$ cat config.mk
export PLATFORM = sky130hd
export DESIGN_NAME = ttce_queue
export DESIGN_NICKNAME = d
export VERILOG_FILES = /design/src/hw/rtl/assert_macros.svh /design/src/hw/rtl/ttce_pkg.sv /design/src/hw/rtl/ttce_queue.sv
export SDC_FILE = /design/constraint.sdc
export NUM_CORES = 1
export LEC_CHECK = 0
export ABC_AREA = 1
export BUFFER_PORTS_ARGS = -buffer_cell sky130_fd_sc_hd__buf_2
export CAP_MARGIN = 5
export CORE_UTILIZATION = 56
export CTS_BUF_LIST = sky130_fd_sc_hd__clkbuf_16
export CTS_CLUSTER_DIAMETER = 50
export DETAILED_ROUTE_END_ITERATION = 10
export PLACE_DENSITY = 0.85
export SYNTH_ARGS = -nofsm -noshare
export SYNTH_HDL_FRONTEND = slang
export SYNTH_SLANG_ARGS = --single-unit
$ cat constraint.sdc
create_clock -name aclk -period 6.1 [get_ports aclk]
set_input_delay 0.305 -clock aclk [delete_from_list [all_inputs] [get_ports aclk]]
set_output_delay 0.305 -clock aclk [all_outputs]
set_load 0.05 [all_outputs]
$ cat src/hw/rtl/assert_macros.svh
// ----------------------------------------------------------------------------
// Assertion macros
// Shared concurrent assertion forms for the terminal engine.
// ----------------------------------------------------------------------------
`ifndef ASSERT_MACROS_SVH
`define ASSERT_MACROS_SVH

// same-cycle implication, checked out of reset
`define ASSERT_SAME(lbl, clk, rst_n, ante, cons) \
    lbl: assert property (@(posedge clk) disable iff (!rst_n) (ante) |-> (cons)) \
        else $error("assertion failed");

// next-cycle implication, checked out of reset
`define ASSERT_NEXT(lbl, clk, rst_n, ante, cons) \
    lbl: assert property (@(posedge clk) disable iff (!rst_n) (ante) |=> (cons)) \
        else $error("assertion failed");

`endif

$ cat src/hw/rtl/ttce_pkg.sv
// ----------------------------------------------------------------------------
// ttce_pkg
// Types and constants shared by the text terminal cursor engine.
// ----------------------------------------------------------------------------
`default_nettype none

package ttce_pkg;

    localparam int ROW_FIELD_W = 5;
    localparam int COL_FIELD_W = 7;

    localparam logic [1:0] OP_PUT   = 2'd0;
    localparam logic [1:0] OP_READ  = 2'd1;
    localparam logic [1:0] OP_CLEAR = 2'd2;

    localparam logic [7:0] CH_NEWLINE   = 8'h0A;
    localparam logic [7:0] CH_BACKSPACE = 8'h08;
    localparam logic [7:0] CH_RETURN    = 8'h0D;
    localparam logic [7:0] CH_TAB       = 8'h09;
    localparam logic [7:0] CH_SPACE     = 8'h20;
    localparam logic [7:0] CH_NULL      = 8'h00;

    localparam logic [7:0] COLOR_RESET = 8'h0F;

    typedef struct packed {
        logic [1:0]             operation;
        logic [7:0]             char_code;
        logic [ROW_FIELD_W-1:0] cell_row;
        logic [COL_FIELD_W-1:0] cell_col;
    } in_t;

    typedef struct packed {
        logic [15:0]            cell_value;
        logic [ROW_FIELD_W-1:0] cursor_row;
        logic [COL_FIELD_W-1:0] cursor_col;
    } out_t;

    typedef enum logic [1:0] {
        CMD_NONE,
        CMD_WRITE,
        CMD_READ,
        CMD_CLEAR
    } cmd_kind_t;

    typedef struct packed {
        cmd_kind_t              kind;
        logic                   scroll;
        logic [15:0]            wdata;
        logic [ROW_FIELD_W-1:0] cursor_row;
        logic [COL_FIELD_W-1:0] cursor_col;
    } cmd_ctl_t;

    typedef enum logic [2:0] {
        BK_INIT,
        BK_IDLE,
        BK_READ,
        BK_FILL,
        BK_COPY,
        BK_BLANK
    } back_state_t;

endpackage

`default_nettype wire

$ cat src/hw/rtl/ttce_queue.sv
// ----------------------------------------------------------------------------
// ttce_queue
// Short command queue between the front and back ends.
// ----------------------------------------------------------------------------
`default_nettype none

module ttce_queue #(
    parameter int DEPTH  = 2,
    parameter int ADDR_W = 11
) (
    input  wire logic               aclk,
    input  wire logic               aresetn,
    input  wire logic               push_valid,
    output logic                    push_ready,
    input  wire ttce_pkg::cmd_ctl_t push_ctl,
    input  wire logic [ADDR_W-1:0]  push_addr,
    output logic                    pop_valid,
    input  wire logic               pop_ready,
    output ttce_pkg::cmd_ctl_t      pop_ctl,
    output logic [ADDR_W-1:0]       pop_addr
);
    import ttce_pkg::*;

    localparam int PTR_W = $clog2(DEPTH);
    localparam int CNT_W = $clog2(DEPTH + 1);

    cmd_ctl_t          ctl_mem  [DEPTH];
    logic [ADDR_W-1:0] addr_mem [DEPTH];
    logic [PTR_W-1:0]  wr_ptr_reg, wr_ptr_next;
    logic [PTR_W-1:0]  rd_ptr_reg, rd_ptr_next;
    logic [CNT_W-1:0]  count_reg,  count_next;
    logic              do_push;
    logic              do_pop;

    assign push_ready = (count_reg != CNT_W'(DEPTH));
    assign pop_valid  = (count_reg != '0);
    assign do_push    = push_valid && push_ready;
    assign do_pop     = pop_valid && pop_ready;
    assign pop_ctl    = ctl_mem[rd_ptr_reg];
    assign pop_addr   = addr_mem[rd_ptr_reg];

    always_comb begin
        wr_ptr_next = wr_ptr_reg;
        rd_ptr_next = rd_ptr_reg;
        count_next  = count_reg;
        if (do_push) begin
            wr_ptr_next = (wr_ptr_reg == PTR_W'(DEPTH - 1)) ? '0 : wr_ptr_reg + PTR_W'(1);
        end
        if (do_pop) begin
            rd_ptr_next = (rd_ptr_reg == PTR_W'(DEPTH - 1)) ? '0 : rd_ptr_reg + PTR_W'(1);
        end
        case ({do_push, do_pop})
            2'b10:   count_next = count_reg + CNT_W'(1);
            2'b01:   count_next = count_reg - CNT_W'(1);
            default: count_next = count_reg;
        endcase
    end

    always_ff @(posedge aclk) begin
        if (!aresetn) begin
            wr_ptr_reg <= '0;
            rd_ptr_reg <= '0;
            count_reg  <= '0;
        end else begin
            wr_ptr_reg <= wr_ptr_next;
            rd_ptr_reg <= rd_ptr_next;
            count_reg  <= count_next;
        end
    end

    always_ff @(posedge aclk) begin
        if (do_push) begin
            ctl_mem[wr_ptr_reg]  <= push_ctl;
            addr_mem[wr_ptr_reg] <= push_addr;
        end
    end

endmodule

`default_nettype wire

; Yosys cells after proc, flatten, opt, wreduce, memory -nomap -nowiden
; Memories as Yosys holds them, arrays and structs flattened. A register that Yosys moved wholly into a read port is not among the register bits.
; Index checks and enable logic that the tools add are counted.
[totals]
romBits = 0
latchBits = 0
mem_count = 2
out_inout_bits = 44
register_bits = 4
ram_bits = 84
elab_cells = 25
[op_classes]
n_eq_ne = 3
add_sub_neg = 4
reduce_logical = 4
bitwise = 0
muxes = 9
n_lt_le_gt_ge = 0
n_shift = 0
div = 0
n_mul = 0
[memory_table]
columns = memory, depth, width, read_ports, rd_clocked_by_memory_dff, wr, line
row1 = ctl_mem, 2, 31, 1, 1, 1, ttce_queue.sv:27  ; cmd_ctl_t ctl_mem [DEPTH];
row2 = addr_mem, 2, 11, 1, 1, 1, ttce_queue.sv:28  ; logic [ADDR_W-1:0] addr_mem [DEPTH];
[op_table]
columns = op, count
row1 = 1-bit 2-to-1 mux, 8
row2 = 2-bit one-hot mux with 2 select lines, 1
row3 = 2-bit nonzero test, 2
row4 = 1-bit adder (second input constant), 2
row5 = 2-bit by 1-bit adder with 2-bit output (second input constant), 1
row6 = 2-bit by 1-bit == test with 1-bit output (second input constant), 1
row7 = 2-bit == test (second input constant), 1
row8 = 1-bit logical AND, 2
row9 = 2-bit inequality test (second input constant), 1
row10 = 2-bit by 1-bit subtractor with 2-bit output (second input constant), 1

; Logic depth before layout (Yosys ltp)
[logic_depth]
word_depth = 4
ltp_mapped = 9

; Worst setup path after synthesis
; Ideal clock, no wire load.
[synth_path]
kind = reg2reg
startpoint = register count_reg[0]
endpoint = memory addr_mem[0][0] (enable)
t_arrival_ps = 2611
required_time_ps = 5658
stages_incl_launch_ff = 5
synth_period_minus_slack_ps = 3052
n_path_buf = 0
slack_ps = 3048
cell_sequence = dfxtp_1 -> inv_2 -> nand2_2 -> nand2_1 -> nor2_1
[synth_between]
elab_chain_len = 4
[synth_lines]
columns = element, line
row1 = "start, declared", ttce_queue.sv:31  ; logic [CNT_W-1:0] count_reg, count_next;
row2 = "start signal, assigned", ttce_queue.sv:67  ; count_reg <= count_next;
row3 = 2-bit inequality test, ttce_queue.sv:35  ; assign push_ready = (count_reg != CNT_W'(DEPTH));
row4 = via push_ready, ttce_queue.sv:14  ; output logic push_ready,
row5 = 1-bit logical AND, ttce_queue.sv:37  ; assign do_push = push_valid && push_ready;
row6 = 1-bit 2-to-1 mux, ttce_queue.sv:72  ; if (do_push) begin
row7 = 1-bit 2-to-1 mux (implied by the code), ttce_queue.sv:74  ; addr_mem[wr_ptr_reg] <= push_addr;
row8 = "end, declared", ttce_queue.sv:28
; The timed path passes the listed nets, and every way through them passes these cells.

==> impl_metrics.json <==
{
  "grt_overflow_total": 0,
  "cts_setup_buffers": 0,
  "rsz0062_at_grt": "false",
  "p_clk_share_pct": 26.2,
  "wl_per_cell_um": 15.2,
  "vias_per_cell": 5.00,
  "diodes": 0,
  "p_int_uw": 1190,
  "postSynthCellCount": 167,
  "dieArea_um2": 6530,
  "worstPathRequired_ps": 5790,
  "finalHoldViolCount": 0,
  "clk_pin_slew_ps": 60,
  "powerDensity_nw_per_um2": 423,
  "tightestPinTransition_ps": 1180,
  "gp_congestion": 0.697,
  "layout-drive-gt1-share_pct": 55.8,
  "synth-simple-area-share_pct": 2.63,
  "fp.dieW_um": 80.8,
  "cts.sinks": 89,
  "cts_made_buffers": 9,
  "finClkSkew_ps": 4.41,
  "h-tree-depth": 3,
  "grt_max_degree": 44,
  "multiInputGateArea_um2": 757,
  "initial_core_util_pct": 58.4,
  "synth-seq-cells": 89,
  "relSlewSlack_pct": 20.9,
  "synth_compound_area_share_pct": 0.504,
  "avgSynthCellArea_um2": 20.8,
  "clk_path_buf_depth": 2,
  "start_kind": "flop",
  "p_comb_share_pct": 30.4,
  "ctsHoldBuffers": 0,
  "critical_path_class": "flop to output port",
  "p_leak_uw": 0.00169,
  "power.switching_uw": 590,
  "grt_pass1_vias": 1673,
  "synthAdderAreaFrac_pct": 0.360,
  "fp-row-count": 28,
  "yosysWarnings": 0,
  "cts_tree": "done",
  "port_buffers": 89,
  "p_seq_share_pct": 43.4,
  "die_h_um": 80.8,
  "synth_top_family_by_area": "multiplexers",
  "syn_area_um2": 3480,
  "drt_iter0_markers": 81,
  "area_growth_pct": 20.8,
  "endpoint_kind": "output port",
  "postRouteAntennaNets": 0,
  "grt_pass1_wl_mm": 7.82,
  "ys_types": 18,
  "nets": 310,
  "crit_arrival_ps": 1860,
  "min_period_ps": 2160,
  "ff_latch_area_um2": 2620,
  "setup_tns_ps": 0,
  "place_hpwl_mm": 3.39,
  "crit_fanout": 42,
  "hold_class": "primary input to flop",
  "num-fill-cells": 392,
  "finalSetupViolCount": 0,
  "period_share_pct": 35.5,
  "ir_drop_mv": 0.269,
  "clk_latency_ps": 320,
  "ys_seq_area_share_pct": 75.4,
  "status": "finished, final reports clean",
  "slew_violations": 0,
  "largest_reg_flops": 62,
  "muxShareOfSynthArea_pct": 17.9,
  "cts_root_buffer": "clkbuf_16",
  "wl_mm": 5.19,
  "dr.pass1.iters": 4,
  "syn-num-nets": 214,
  "synth_xor_area_share_pct": 0,
  "fmax_mhz": 462,
  "drcViolationCount": 0,
  "ios": 90,
  "vias": 1710,
  "sw_frac_of_total_pct": 33.2,
  "post_cts_resize_count": 0,
  "drv_cap": 0,
  "grtUsageTotal_pct": 16.9,
  "antenna_found_initial": 0,
  "whs_ps": 166,
  "core_um2": 5960
}
==> placed cells by master (no fill, tap or decap), drive strengths merged <==
cell / n
edfxtp: 84
o21ai: 1
clkinvlp: 1
nand2: 10
dfxtp: 5
clkbuf: 9
inv: 7
buf: 90
mux2: 42
ha: 1
clkinv: 3
nand4: 1
o21a: 1
a21oi: 1
nor2: 10
nand3: 1
==> worst max-delay path, cell delays in order, from the launching register on <==
cell and delay, ps:
dfxtp_2 310, buf_4 580, mux2_2 420, buf_2 210
==> metrics by stage <==
step           area [um2]  setup slack (ps)  power (uW)  utilization, %  cells
2_1_floorplan        3480              3050        1250               -    167
3_3_place_gp         3950              4100        1320            66.3    327
3_5_place_dp         3950              4030        1330            66.3    327
4_1_cts              4200              3910        1790            70.5    342
5_1_grt              4200              3850        1850            70.5    342
6_report             4200              3940        1780            70.5    342
==> kinds of logic (layout without fill, tap and decap cells) <==
logic type	Yosys count	count (layout)
and+or+nand+nor	22	22
DFF	89	89
AOI/OAI and AO/OA	3	3
muxes	42	42
adders and majority gates	1	1
buffers and inverters	10	110
==> synthesized netlist by cell type <==
master | number | area (um2)
a21oi_1 | 1 | 5.00
buf_12 | 4 | 80.1
buf_6 | 1 | 11.3
dfxtp_1 | 5 | 100
edfxtp_1 | 84 | 2520
ha_1 | 1 | 12.5
inv_1 | 4 | 15.0
inv_2 | 1 | 3.75
mux2_2 | 2 | 22.5
mux2_4 | 40 | 601
nand2_1 | 9 | 33.8
nand2_2 | 1 | 6.26
nand3_1 | 1 | 5.00
nand4_1 | 1 | 6.26
nor2_1 | 9 | 33.8
nor2_2 | 1 | 6.26
o21a_1 | 1 | 7.51
o21ai_0 | 1 | 5.00
==> metal layers <==
| metal | track usage, % | up-vias | part of all wire (%) |
|---|---|---|---|
| met5 | 0 | - | 0 |
| met4 | 8.57 | 0 | 2.3 |
| met3 | 5.17 | 12 | 5.2 |
| met2 | 28.5 | 63 | 53 |
| met1 | 19.6 | 807 | 40 |
| li1 | - | 828 | - |
==> layout make-up <==
cell class                      instances  share of cell area [%]
Clock buffer                            9                    5.36
Timing Repair Buffer                   90                    10.8
Sequential cell                        89                    62.5
Multi-Input combinational cell         68                    18.0
Tap cell                               75                    2.23
Clock inverter                          6                   0.685
Inverter                                5                   0.447
==> power groups by stage <==
stage	clock network, uW	logic [uW]	registers, uW
finish	466	539	771
detailed placement	0	544	785
global route	501	569	777
CTS	472	546	772
global placement	0	538	779
floorplan	0	471	779
==> worst paths after layout <==
check / from / endpoint / slack [ps] / cells after the start
min: push_addr[5] / addr_mem[1][5]$_DFFE_PP_ / 170 / 1
max: flop / pop_addr[9] / 3940 / 3
max reg2reg: count_reg[0]$_SDFFE_PN0P_ / ctl_mem[1][14]$_DFFE_PP_ / 4070 / 4
min reg2reg: rd_ptr_reg$_SDFFE_PN0P_ / flop / 500 / 2
(Power assumes the default switching activity.)
