**src/hw/rtl/assert_macros.svh**
```systemverilog
// ----------------------------------------------------------------------------
// Assertion macros
// Shared concurrent assertion forms for the terminal engine.
// ----------------------------------------------------------------------------
`ifndef ASSERT_MACROS_SVH
`define ASSERT_MACROS_SVH

// same-cycle implication, checked out of reset
`define ASSERT_SAME(lbl, clk, rst_n, ante, cons) \
    lbl: assert property (@(posedge clk) disable iff (!rst_n) (ante) |-> (cons)) \
        else $error("assertion failed");

// next-cycle implication, checked out of reset
`define ASSERT_NEXT(lbl, clk, rst_n, ante, cons) \
    lbl: assert property (@(posedge clk) disable iff (!rst_n) (ante) |=> (cons)) \
        else $error("assertion failed");

`endif

```
**src/hw/rtl/ttce_pkg.sv**
```systemverilog
// ----------------------------------------------------------------------------
// ttce_pkg
// Types and constants shared by the text terminal cursor engine.
// ----------------------------------------------------------------------------
`default_nettype none

package ttce_pkg;

    localparam int ROW_FIELD_W = 5;
    localparam int COL_FIELD_W = 7;

    localparam logic [1:0] OP_PUT   = 2'd0;
    localparam logic [1:0] OP_READ  = 2'd1;
    localparam logic [1:0] OP_CLEAR = 2'd2;

    localparam logic [7:0] CH_NEWLINE   = 8'h0A;
    localparam logic [7:0] CH_BACKSPACE = 8'h08;
    localparam logic [7:0] CH_RETURN    = 8'h0D;
    localparam logic [7:0] CH_TAB       = 8'h09;
    localparam logic [7:0] CH_SPACE     = 8'h20;
    localparam logic [7:0] CH_NULL      = 8'h00;

    localparam logic [7:0] COLOR_RESET = 8'h0F;

    typedef struct packed {
        logic [1:0]             operation;
        logic [7:0]             char_code;
        logic [ROW_FIELD_W-1:0] cell_row;
        logic [COL_FIELD_W-1:0] cell_col;
    } in_t;

    typedef struct packed {
        logic [15:0]            cell_value;
        logic [ROW_FIELD_W-1:0] cursor_row;
        logic [COL_FIELD_W-1:0] cursor_col;
    } out_t;

    typedef enum logic [1:0] {
        CMD_NONE,
        CMD_WRITE,
        CMD_READ,
        CMD_CLEAR
    } cmd_kind_t;

    typedef struct packed {
        cmd_kind_t              kind;
        logic                   scroll;
        logic [15:0]            wdata;
        logic [ROW_FIELD_W-1:0] cursor_row;
        logic [COL_FIELD_W-1:0] cursor_col;
    } cmd_ctl_t;

    typedef enum logic [2:0] {
        BK_INIT,
        BK_IDLE,
        BK_READ,
        BK_FILL,
        BK_COPY,
        BK_BLANK
    } back_state_t;

endpackage

`default_nettype wire

```
**src/hw/rtl/ttce_front.sv**
```systemverilog
// ----------------------------------------------------------------------------
// ttce_front
// Accepts requests, tracks the cursor and the color register, and turns each
// request into one screen command for the back end.
// ----------------------------------------------------------------------------
`default_nettype none

module ttce_front #(
    parameter int ROWS      = 25,
    parameter int COLUMNS   = 80,
    parameter int TAB_WIDTH = 8,
    parameter int ADDR_W    = 11
) (
    input  wire logic              aclk,
    input  wire logic              aresetn,
    input  wire logic              s_valid,
    output logic                   s_ready,
    input  wire ttce_pkg::in_t     s_data,
    input  wire logic              cfg_valid,
    output logic                   cfg_ready,
    input  wire logic [7:0]        cfg_data,
    input  wire logic              init_busy,
    output logic                   push_valid,
    input  wire logic              push_ready,
    output ttce_pkg::cmd_ctl_t     push_ctl,
    output logic [ADDR_W-1:0]      push_addr,
    output logic [7:0]             color
);
    import ttce_pkg::*;

    localparam int ROW_W = $clog2(ROWS);
    localparam int COL_W = $clog2(COLUMNS);
    localparam int PH_W  = $clog2(TAB_WIDTH);
    localparam int SUM_W = $clog2(COLUMNS + TAB_WIDTH);

    logic [ROW_W-1:0]  row_reg,   row_next;
    logic [COL_W-1:0]  col_reg,   col_next;
    logic [PH_W-1:0]   phase_reg, phase_next;
    logic [7:0]        color_reg;
    logic [SUM_W-1:0]  col_sum;
    logic              row_step;
    logic [ADDR_W-1:0] here_addr;
    logic [ADDR_W-1:0] read_addr;
    logic [PH_W-1:0]   phase_inc;
    logic [PH_W-1:0]   phase_dec;
    logic              accept;

    assign s_ready    = push_ready && !init_busy;
    assign push_valid = s_valid && !init_busy;
    assign accept     = s_valid && s_ready;
    assign cfg_ready  = 1'b1;
    assign color      = color_reg;

    assign here_addr = ADDR_W'(row_reg) * ADDR_W'(COLUMNS) + ADDR_W'(col_reg);
    assign read_addr = ADDR_W'(s_data.cell_row) * ADDR_W'(COLUMNS)
                     + ADDR_W'(s_data.cell_col);
    assign phase_inc = (phase_reg == PH_W'(TAB_WIDTH - 1)) ? '0 : phase_reg + PH_W'(1);
    assign phase_dec = (phase_reg == '0) ? PH_W'(TAB_WIDTH - 1) : phase_reg - PH_W'(1);

    always_comb begin
        row_next        = row_reg;
        col_next        = col_reg;
        phase_next      = phase_reg;
        col_sum         = SUM_W'(col_reg);
        row_step        = 1'b0;
        push_ctl.kind   = CMD_NONE;
        push_ctl.scroll = 1'b0;
        push_ctl.wdata  = {color_reg, s_data.char_code};
        push_addr       = here_addr;
        case (s_data.operation)
            OP_PUT: begin
                case (s_data.char_code)
                    CH_NEWLINE: begin
                        col_sum    = '0;
                        row_step   = 1'b1;
                        phase_next = '0;
                    end
                    CH_BACKSPACE: begin
                        if (col_reg != '0) begin
                            push_ctl.kind  = CMD_WRITE;
                            push_addr      = here_addr - ADDR_W'(1);
                            push_ctl.wdata = {color_reg, CH_SPACE};
                            col_sum        = SUM_W'(col_reg) - SUM_W'(1);
                            phase_next     = phase_dec;
                        end
                    end
                    CH_RETURN: begin
                        col_sum    = '0;
                        phase_next = '0;
                    end
                    CH_TAB: begin
                        col_sum    = SUM_W'(col_reg) + SUM_W'(TAB_WIDTH) - SUM_W'(phase_reg);
                        phase_next = '0;
                    end
                    default: begin
                        push_ctl.kind = CMD_WRITE;
                        col_sum       = SUM_W'(col_reg) + SUM_W'(1);
                        phase_next    = phase_inc;
                    end
                endcase
                if (col_sum >= SUM_W'(COLUMNS)) begin
                    col_sum    = '0;
                    row_step   = 1'b1;
                    phase_next = '0;
                end
                if (row_step) begin
                    if (row_reg == ROW_W'(ROWS - 1)) begin
                        push_ctl.scroll = 1'b1;
                    end else begin
                        row_next = row_reg + ROW_W'(1);
                    end
                end
                col_next = COL_W'(col_sum);
            end
            OP_READ: begin
                if (32'(s_data.cell_row) < ROWS && 32'(s_data.cell_col) < COLUMNS) begin
                    push_ctl.kind = CMD_READ;
                    push_addr     = read_addr;
                end
            end
            OP_CLEAR: begin
                push_ctl.kind = CMD_CLEAR;
                row_next      = '0;
                col_next      = '0;
                phase_next    = '0;
            end
            default: begin
                push_ctl.kind = CMD_NONE;
            end
        endcase
        push_ctl.cursor_row = ROW_FIELD_W'(row_next);
        push_ctl.cursor_col = COL_FIELD_W'(col_next);
    end

    always_ff @(posedge aclk) begin
        if (!aresetn) begin
            row_reg   <= '0;
            col_reg   <= '0;
            phase_reg <= '0;
            color_reg <= COLOR_RESET;
        end else begin
            if (accept) begin
                row_reg   <= row_next;
                col_reg   <= col_next;
                phase_reg <= phase_next;
            end
            if (cfg_valid && cfg_ready) begin
                color_reg <= cfg_data;
            end
        end
    end

endmodule

`default_nettype wire

```
**config.mk**
```make
export PLATFORM = sky130hd
export DESIGN_NAME = ttce_front
export DESIGN_NICKNAME = d
export VERILOG_FILES = /design/src/hw/rtl/assert_macros.svh /design/src/hw/rtl/ttce_pkg.sv /design/src/hw/rtl/ttce_front.sv
export SDC_FILE = /design/constraint.sdc
export NUM_CORES = 1
export LEC_CHECK = 0
export BUFFER_PORTS_ARGS = -buffer_cell sky130_fd_sc_hd__buf_4
export CORE_ASPECT_RATIO = 1.25
export CORE_MARGIN = 5
export CORE_UTILIZATION = 45
export CTS_BUF_LIST = sky130_fd_sc_hd__clkbuf_8
export DETAILED_ROUTE_END_ITERATION = 8
export GPL_TIMING_DRIVEN = 0
export PLACE_DENSITY_LB_ADDON = 0.05
export RECOVER_POWER = 100
export SLEW_MARGIN = 20
export SYNTH_ARGS = -nofsm -noshare
export SYNTH_HDL_FRONTEND = slang
export SYNTH_SLANG_ARGS = --single-unit
```
**constraint.sdc**
```tcl
create_clock -name aclk -period 6.8 [get_ports aclk]
set_input_delay 1.02 -clock aclk [delete_from_list [all_inputs] [get_ports aclk]]
set_output_delay 1.02 -clock aclk [all_outputs]
set_load 0.02 [all_outputs]
```
Word level (Yosys, flattened, before mapping)
Index checks and enable logic that the tools add are counted.

Register bits after elaboration: 23. Latch bits: 0. Memory bits (writable): 0. Bits in read-only memories: 0. Input bits: 36. Output and inout port bits: 53. Memories kept: 0.

Add/subtract/negate cells: 10. $mul: 2. Divide/modulo/power cells: 0. Magnitude comparators: 3. Equality and inequality tests: 9. Shift operators: 0. Mux-type cells: 30. Bitwise gates (word level): 0. Reduce and logical (&&, ||, !) cells: 12.

Operators by type and width (count): $mux W11 (3); $eq A8 B4 Y1 const B (4); $add A11 B7 Y11 (2); $pmux W11 S2 (1); $mux W7 (3); $pmux W7 S3 (1); $mux W17 (1); $mux W8 (2); $mul A5 B3 Y7 const B (2); $pmux W7 S2 (1); $mux W3 (4); $pmux W3 S2 (2); $sub A11 B1 Y11 const B (1); $mux W5 (2); $pmux W5 S2 (1); $add A7 B1 Y7 const B (1); $add A7 B4 Y7 const B (1); $ge A7 B7 Y1 const B (1); $lt A7 B7 Y1 const B (1); $reduce_bool A7 Y1 (1); $sub A7 B1 Y7 const B (1); $sub A7 B3 Y7 (1); $mux W1 (6); $pmux W2 S3 (1); 19 further kinds (22).

Logic depth before layout (Yosys ltp)
Word-level depth: 9. Depth in mapped cells: 16.

Worst setup path before layout
No wires, ideal clock.

Path type: register to output. Start point: register col_reg[0]. End point: output push_ctl[11] (netlist name). Arrival: 3.289 ns. Required time: 5.780 ns. Path slack: 2.491 ns. Stages on the path, launching flop included: 17. Path buffers: 1. Cell sequence: dfxtp_1 -> clkbuf_1 -> inv_1 -> ha_1 -> inv_1 -> ha_1 -> inv_1 -> fa_1 -> nor2b_1 -> nor3_2 -> xnor2_1 -> o2111ai_2 -> o21ai_1 -> o21ai_4 -> nand2_4 -> o21ba_1 -> nor3_1.

RTL lines: from (decl) (line ttce_front.sv:37) `logic [COL_W-1:0] col_reg, col_next;`; from (signal assigned) (line ttce_front.sv:144) `col_reg <= col_next;`; to (decl) (line ttce_front.sv:25) `output ttce_pkg::cmd_ctl_t push_ctl,`.

==> flow_summary.toml <==
[floorplan]
dieWidth_microns = 86.2
num_rows = 34
dieArea_sq_mm = 0.00907
ios = 89
start_util_pct = 46.5
coreArea_sq_mm = 0.00702
dieHeight_microns = 105

[global_route]
grtUsageTotal_pct = 20.5
antenna_found_initial = 0
grt_max_degree = 14
grt_pass1_vias = 3291
grt_pass1_wl_microns = 15500
grt_overflow = 0

[yosys]
synth_edf_count = 0
yosysWarnings = 0
synthTopCellsByArea = "ha_1 (14%), dfxtp_1 (14%), nor2_1 (4.0%), a21oi_1 (4.0%), xnor2_1 (3.8%)"
synthArstFlopShare_pct = 0
syn-num-nets = 501
syn_area_per_cell_sq_um = 7.72
synth_compound_area_share_pct = 27.2
yosys.area.top_type = "ha_1"
ys_types = 70
syn-instance-count = 423
synth_xor_area_share_pct = 5.63
yosys.area_share.adder_pct = 17.2
synth_common_cells = "ha_1 (37), nor2_1 (35), nand2_1 (30), a21oi_1 (26), dfxtp_1 (23)"
synth_top_family_by_area = "compound AO/OA/AOI/OAI gates"
synth-simple-area-share_pct = 25.1
synth_seq_cells = 23
ys_seq_area_share_pct = 14.1
yosysMostFrequentCell = "ha_1"
synth_top_area_share_pct = 14.2
ys.flop_type = "dfxtp_1"
synth_area_sq_mm = 0.00327
synthMuxAreaShare_pct = 2.45

[drt]
ant_nets = 0
via_per_inst = 5.75
drtPass1Iterations = 5
drcViolationCount = 0
wl_microns = 9670
vias = 3457
wl_per_cell_microns = 16.1
drt_iter0_drc = 159

[cells_and_area]
drive_gt1_share_pct = 14.7
syn_to_final_growth_pct = 17.6
antennaDiodeCount = 0
largest_reg_flops = 8
fin_util_pct = 54.7
fillers = 735
final_nets = 590

[clock_tree]
root_buffer = "clkbuf_8"
htree_levels = 1
hold_buffers = 0
post_cts_resized = 0
cts_tree = "built"
path_clk_slew_ns = 0.09
insertion_delay_ns = 0.27
numCtsBuffers = 3
cts_setup_buffers = 0
cts_sinks = 23
clock_path_buffers = 2

[setup_path]
crit_family = "compound AO/OA/AOI/OAI gates"
crit_required_ns = 5.78
crit_type = "register to primary output"
path_common_cell = "inv_1"
cp_slowest_cell = "o21ai_0"
cp.buffers_inverters = 5
ff2ff_setup_slack_ns = 2.38
end_kind = "primary output"
slowest_delay_ns = 0.77
path_cells = "clkbuf_1 > inv_1 > ha_1 > inv_1 > ha_1 > inv_1 > fa_1 > nor2b_1 > nor3_1 > xnor2_1 > o2111ai_2 > o21ai_0 > o21ai_0 > nand2_4 > or4_1 > nand3_1 > buf_4"
path_max_fanout = 10
worstPathArrival_ns = 4.70
cp-start-kind = "register"

[timing]
worst_slew_margin_rel_pct = 37.7
fin_tns_setup_ns = 0
min_period_over_period_pct = 84.2
finClkSkew_ns = 0.00360
worst_slew_pin_slew_ns = 0.925
rsz0062_at_grt = "no"
setup-violations-final = 0
timing.fmax_mhz = 175
slew_viol_final = 0
fin_crit_ns = 5.72
hold_viol = 0

[run_status]
run_status = "finished clean"

[placement]
place_congestion = 0.909
hpwl_microns = 7770
port_buffers = 84

[min_path]
hp-class = "register to register"

[pwr]
p_leak_nw = 1.63
p_per_area_mw_per_mm2 = 94.1
ir_drop_v = 0.0000697

[flow_run]
maxCapViolCount = 0
[per-layer routing]
layer  up-vias  part of all wire [%]  routed length (microns)  global-route usage [%]
met5         -                     0                        0                       0
met4         0                   1.8                      171                    5.57
met3        13                   7.7                      743                    3.04
met2       134                    47                     4580                    35.6
met1      1598                    43                     4180                    26.2
li1       1712                     -                        -                       -
[kinds of logic (layout without fill, tap and decap cells)]
| family | Yosys count | in the layout |
|---|---|---|
| simple gates | 146 | 146 |
| compound gates | 123 | 123 |
| buf+inv | 59 | 147 |
| fa+ha+maj | 42 | 42 |
| flops | 23 | 23 |
| xor+xnor | 21 | 21 |
| mux | 8 | 8 |
| other cells | 1 | 1 |
[final timing paths]
kind | depth (start not counted) | to | start
setup reg to reg | 16 | row_reg[2] | col_reg[0]
hold / removal | 2 | color[2] | color[2]
setup / recovery | 17 | push_ctl[7] | col_reg[0]
hold reg to reg | 2 | color[2] | color[2]
[cell type report]
class,count,area [sq um],share of cell area [%]
clock inverters,1,5.00,0.130
clock buffers,3,41.3,1.07
plain buffers,36,174,4.53
repair buffers,84,469,12.2
well taps,90,113,2.93
flip-flops and latches,23,460,12.0
multi-input cells,341,2490,64.9
inverters,23,86.3,2.25
[worst min-delay path, cell delays in order, from the launching register on]
cell and delay, ns:
dfxtp_1 0.35, mux2i_1 0.07, nand2_1 0.06
[per-stage QoR]
stage	area (sq um)	hold WS, ns	total power, mW	worst slack, ns	std cells
6_report	3840	0.507	0.361	1.08	601
5_1_grt	3840	0.556	0.379	0.794	601
4_1_cts	4060	0.515	0.374	1.70	601
3_5_place_dp	4010	0.492	0.285	2.02	597
3_3_place_gp	4010	0.484	0.282	2.04	597
2_1_floorplan	3270	0.504	0.229	2.49	423
[report_power, final]
group,total (mW),leakage (nW),switching [mW],internal [mW]
combinational,0.131,1.41,0.0779,0.0535
sequential,0.140,0.187,0.00226,0.138
clock,0.0901,0.0255,0.0490,0.0411
total,0.361,1.63,0.129,0.232
[cell usage in the layout (no fill, tap or decap), types with 7 or more instances in the layout]
| cell type | synthesis | final |
|---|---|---|
| a21oi_1 | 26 | 27 |
| a22o_1 | 12 | 12 |
| a31oi_1 | 8 | 8 |
| buf_4 | 10 | 50 |
| clkbuf_1 | 19 | 65 |
| dfxtp_1 | 23 | 23 |
| ha_1 | 37 | 37 |
| inv_1 | 22 | 22 |
| mux2i_1 | 8 | 8 |
| nand2_1 | 30 | 30 |
| nand3_1 | 14 | 14 |
| nor2_1 | 35 | 36 |
| nor3_1 | 12 | 13 |
| o21ai_0 | 22 | 24 |
| o22ai_1 | 8 | 8 |
| xnor2_1 | 14 | 14 |
| xor2_1 | 7 | 7 |
Power figures use the tool's default switching activity.
